**src/design/rtdb_sqrt.sv**
```systemverilog
// ----------------------------------------------------------------------------
// rtdb_sqrt
// Pipelined integer square root, one root bit per stage (floor result).
// ----------------------------------------------------------------------------
module rtdb_sqrt #(
   parameter int RW = 32,
   parameter int TW = 2
) (
   input  logic            clock,
   input  logic            reset,
   input  logic            en,
   input  logic            in_valid,
   input  logic [2*RW-1:0] in_rad,
   input  logic [TW-1:0]   in_tag,
   output logic            out_valid,
   output logic [RW-1:0]   out_root,
   output logic [TW-1:0]   out_tag
);
   logic            v_ff    [RW];
   logic [RW:0]     rem_ff  [RW];
   logic [RW-1:0]   root_ff [RW];
   logic [2*RW-1:0] rad_ff  [RW];
   logic [TW-1:0]   tag_ff  [RW];

   for (genvar i = 0; i < RW; i++) begin : g_stage
      logic            v_p;
      logic [RW:0]     rem_p;
      logic [RW-1:0]   root_p;
      logic [2*RW-1:0] rad_p;
      logic [TW-1:0]   tag_p;
      logic [RW+2:0]   r4;
      logic [RW+2:0]   trial;
      logic            ge;

      if (i == 0) begin : g_first
         assign v_p    = in_valid;
         assign rem_p  = '0;
         assign root_p = '0;
         assign rad_p  = in_rad;
         assign tag_p  = in_tag;
      end else begin : g_next
         assign v_p    = v_ff[i-1];
         assign rem_p  = rem_ff[i-1];
         assign root_p = root_ff[i-1];
         assign rad_p  = rad_ff[i-1];
         assign tag_p  = tag_ff[i-1];
      end

      assign r4    = {rem_p, rad_p[2*RW-1:2*RW-2]};
      assign trial = {1'b0, root_p, 2'b01};
      assign ge    = (r4 >= trial);

      always_ff @(posedge clock) begin
         if (reset) begin
            v_ff[i] <= 1'b0;
         end else if (en) begin
            v_ff[i] <= v_p;
         end
      end

      always_ff @(posedge clock) begin
         if (en) begin
            rem_ff[i]  <= ge ? (RW+1)'(r4 - trial) : r4[RW:0];
            root_ff[i] <= {root_p[RW-2:0], ge};
            rad_ff[i]  <= {rad_p[2*RW-3:0], 2'b00};
            tag_ff[i]  <= tag_p;
         end
      end
   end

   assign out_valid = v_ff[RW-1];
   assign out_root  = root_ff[RW-1];
   assign out_tag   = tag_ff[RW-1];

endmodule

```
**config.mk**
```make
export PLATFORM = sky130hd
export DESIGN_NAME = rtdb_sqrt
export DESIGN_NICKNAME = d
export VERILOG_FILES = /design/src/design/rtdb_sqrt.sv
export SDC_FILE = /design/constraint.sdc
export NUM_CORES = 2
export LEC_CHECK = 0
export BUFFER_PORTS_ARGS = -buffer_cell sky130_fd_sc_hd__buf_2
export CAP_MARGIN = 30
export CELL_PAD_IN_SITES_DETAIL_PLACEMENT = 0
export CELL_PAD_IN_SITES_GLOBAL_PLACEMENT = 1
export CORE_MARGIN = 5
export CORE_UTILIZATION = 53
export DETAILED_ROUTE_END_ITERATION = 7
export GPL_TIMING_DRIVEN = 0
export PLACE_DENSITY_LB_ADDON = 0.1
export SYNTH_ARGS = -nofsm -noshare
export SYNTH_HDL_FRONTEND = slang
export SYNTH_MEMORY_MAX_BITS = 65536
export SYNTH_SLANG_ARGS = --single-unit
```
**constraint.sdc**
```tcl
create_clock -name clock -period 4.8 [get_ports clock]
set_input_delay 0.48 -clock clock [delete_from_list [all_inputs] [get_ports clock]]
set_output_delay 0.48 -clock clock [all_outputs]
set_load 0.01 [all_outputs]
```
Word level (Yosys, flattened, before mapping)

Memories as Yosys holds them, arrays and structs flattened.
Index checks and enable logic that the tools add are counted.

Magnitude comparators: 32
$add $sub $neg: 32
Bitwise gates (word level): 32
Mux-type cells: 70

Operator list:

| cell                                                | number |
|---|---|
| >= comparator 35 x 34 -> 1 bit                      | 31 |
| two-way mux 33 bit                                  | 32 |
| subtractor 33 bit                                   | 31 |
| two-way mux 1 bit                                   | 38 |
| OR 1 bit                                            | 32 |
| subtractor 2 x 1 -> 3 bit, second input constant    | 1 |
| >= comparator 2 x 1 -> 1 bit, second input constant | 1 |

Bits of input ports: 70
Logic and storage cells: 171
Register bits: 0
Memories kept: 5
Bits in writable memories: 4160

Memories:

| memory  | words | bits a word | read ports | clocked after Yosys merged registers in | write ports | line | source |
|---|---|---|---|---|---|---|---|
| rad_ff  | 32    | 62          | 31         | 0                                       | 32          | 22   | `logic [2*RW-1:0] rad_ff [RW];` |
| rem_ff  | 32    | 33          | 31         | 0                                       | 32          | 20   | `logic [RW:0] rem_ff [RW];` |
| root_ff | 32    | 32          | 32         | 0                                       | 32          | 21   | `logic [RW-1:0] root_ff [RW];` |
| tag_ff  | 32    | 2           | 32         | 0                                       | 32          | 23   | `logic [TW-1:0] tag_ff [RW];` |
| v_ff    | 32    | 1           | 32         | 0                                       | 32          | 19   | `logic v_ff [RW];` |

Depth between registers and ports, before layout

Depth in word-level cells: 4
Mapped depth: 16
Depth with buffers taken out: 13

Worst setup path before layout

No wires, ideal clock.

Path type: register to register
From: mem rem_ff[0][241] (netlist name)
To: mem rem_ff[0][290] (netlist name), data pin
Path slack: 954 ps
Clock period less this slack: 3846 ps
Arrival time: 3588 ps
Cell stages (with the launch flop): 12
Setup time: 258 ps
Data required time: 4542 ps
Path through: edfxtp_1 or4_4 or3_4 or4_1 or4_1 nand4_1 nor2_1 and3_1 buf_6 or3_4 or4_4 xnor2_2

RTL lines:

| element            | line |
|---|---|
| start: declaration | 20 |

==> impl_metrics.ini <==
[run_status]
outcome = completed

[floorplanning]
die_area_um2 = 234000
die_w_um = 483
die_h_um = 483
start_util_pct = 53.4
rows = 173
pin_count = 105
core_area_um2 = 223000

[timing]
clock_skew_ns = 0.0769
report.final.slew_viol_count = 0
maxSlewHeadroom_pct = 29.1
setup_tns_ns = 0
fin_ws_ns = 0.165
tightest_slew_ns = 1.06
period_share_pct = 96.6
max_freq_ghz = 0.216
final-hold-violation-count = 0
fin_crit_ns = 4.64
rsz0062_at_grt = false
setup_viol = 0

[logic_synthesis]
synth-seq-cells = 2591
synth.largest_area_cell = edfxtp_1
synth_cell_types = 90
syn_nets = 9693
syn_inst = 9062
synth_top_area_share_pct = 65.5
synth_edf_count = 2591
syn_avg_cell_area_um2 = 13.1
synth-async-reset-ratio_pct = 0
ys_warn_count = 0
synth_ff_type = edfxtp_1
ys_seq_area_share_pct = 65.5
synth_area_leaders = edfxtp_1 (66%), ha_1 (5.9%), xor2_1 (3.1%)
syn-cell-area_um2 = 119000

[drt]
post_drt_wl_per_cell_um = 19.0
ant_nets = 0
vias = 70300
firstDrtPassIters = 7
drc = 0
drt-initial-drc-count = 4961
wl_um = 242000
viasPerCell = 5.52

[global_route]
use_met1_pct = 27.6
grt_util_all_layers_pct = 20.3
grt_pass1_wl_um = 381000
use_met3_pct = 2.59
antenna_found_initial = 3
grt_max_degree = 199
first_global_vias = 69000
gr-max-usage-layer = met2
grt_overflow = 0
use_met2_pct = 34.1

[power]
pwr-share-comb_pct = 19.7
switchingPower_uw = 18000
netSwitchingFraction_pct = 27.9
intPower_uw = 46500
irDropWorstVdd_uv = 353
leakagePower_uw = 0.0507
power_density_nw_per_um2 = 484
clockPowerShare_pct = 33.3
pwr-share-seq_pct = 47.0
total_power_uw = 64500

[clock_tree]
clkTransAtPathRegs_ns = 0.06
clock-sinks = 2591
cts_setup_buffers = 0
clk_latency_ns = 0.93
cts_root_buffer = clkbuf_16
cts_buffers = 291
htree_num_levels = 5
clk_path_buf_depth = 4
cts_tree = done

[finish]
flow.area_growth_from_synthesis_pct = 12.3
final_layout_size_suffix_gt1_share_pct = 7.36
finalCoreUtilization_pct = 60.0
fin_cells = 12700
fin_nets = 10200
final_common_cell = edfxtp_1
final_cell_mix = edfxtp_1 (2591), inv_1 (707), nand2_1 (610)

[worst_setup_path]
cp_cell_sequence = ha_1 -> o211ai_1 -> a21oi_1 -> o21ai_0 -> a21oi_1 -> a21oi_1 -> o21ai_0 -> a21o_1 -> buf_1 -> buf_1 -> o22ai_1
critPathMostFrequentCell = a21oi_1
critPathBufInv = 2
critPathCaptureType = flop
slowest_stage = buf_1
slowest_delay_ns = 0.66
path_delay_family = compound AO/OA/AOI/OAI gates
required_ns = 5.40
cp-start-kind = flop
cp_max_fo = 10
worstPathArrival_ns = 5.24
critPathKind = reg -> reg

[place]
dp_cells = 12200
pre_cts_slack_ns = -0.487
place.gp.congestion = 0.885
portBuffers = 104
dp_hpwl_um = 173000

[job]
maxCapViolations = 0

[worst_hold_path]
hold_class = in -> reg
==> cell usage after synthesis (25+ instances only) <==
cell,number
a211oi_1,50
a21o_1,219
a21oi_1,574
a31oi_1,43
and2_1,71
and3_1,37
clkbuf_1,170
edfxtp_1,2591
ha_1,561
inv_1,707
mux2_2,77
nand2_1,610
nand2b_1,110
nand3_1,122
nand4_1,101
nor2_1,555
nor2b_1,79
nor3_1,215
nor4_1,110
o211ai_1,25
o21a_1,107
o21ai_0,483
o21bai_1,59
o31ai_1,83
or2_2,48
or3_1,107
or4_1,49
xnor2_1,372
xor2_1,421
==> power by group through the flow <==
stage / clock network, uW / logic (uW) / registers, uW
6_report: 21500 / 12700 / 30400
5_1_grt: 23100 / 14200 / 30600
4_1_cts: 22100 / 12700 / 30400
3_5_place_dp: 0 / 12600 / 30800
3_3_place_gp: 0 / 12400 / 32500
2_1_floorplan: 0 / 9220 / 29900
==> repair_timing <==
action,CTS,global route
gates resized for setup,7,11
hold buffers,70,0
endpoints found under the hold margin,116,0
endpoints found under the setup margin,47,48
==> flip-flops by register name, summed over array words and instances, names as in the netlist <==
signal and cells:
rem_ff 975, rad_ff 992, tag_ff 64, root_ff 528
v_ff 32
==> area by class of cell <==
cell class / instances / area, um2
Fill cell: 17700 / 89100
Buffer: 186 / 726
Sequential cell: 2591 / 77800
Inverter: 709 / 2660
Clock inverter: 166 / 1630
Timing Repair Buffer: 190 / 1630
Antenna cell: 7 / 17.5
Tap cell: 2975 / 3720
Clock buffer: 337 / 7600
Multi-Input combinational cell: 5575 / 37600
==> worst paths after layout <==
| kind | startpoint | end | slack (ns) | depth (start not counted) |
|---|---|---|---|---|
| setup reg to reg | rem_ff[1][265] | rem_ff[1][320] | 0.16 | 11 |
| hold / removal | in_rad[34] | rad_ff[0][34] | 0.25 | 2 |
| setup / recovery | rem_ff[1][265] | rem_ff[1][320] | 0.16 | 11 |
| hold reg to reg | rad_ff[0][166] | rad_ff[0][230] | 0.39 | 0 |
==> routing by layer <==
metal / vias up / wire length [um]
li1: 34500 / -
met1: 34000 / 108000
met2: 1360 / 117000
met3: 446 / 8970
met4: 0 / 8080
met5: - / 0
==> stage by stage <==
| step | cell area (um2) | hold slack, ns |
|---|---|---|
| 2_1_floorplan | 119000 | 0.400 |
| 5_1_grt | 133000 | 0.213 |
| 4_1_cts | 133000 | 0.169 |
| 3_3_place_gp | 123000 | 0.400 |
| 6_report | 133000 | 0.254 |
| 3_5_place_dp | 123000 | 0.405 |
==> logic make-up after synthesis <==
family | share of synthesized area (%)
xor+xnor | 5.86
mux | 0.882
other cells | 0.00316
simple gates | 9.51
buf+inv | 2.85
fa+ha+maj | 5.91
compound gates | 9.47
flops | 65.5
No activity file was read; power rests on OpenSTA's default activity.
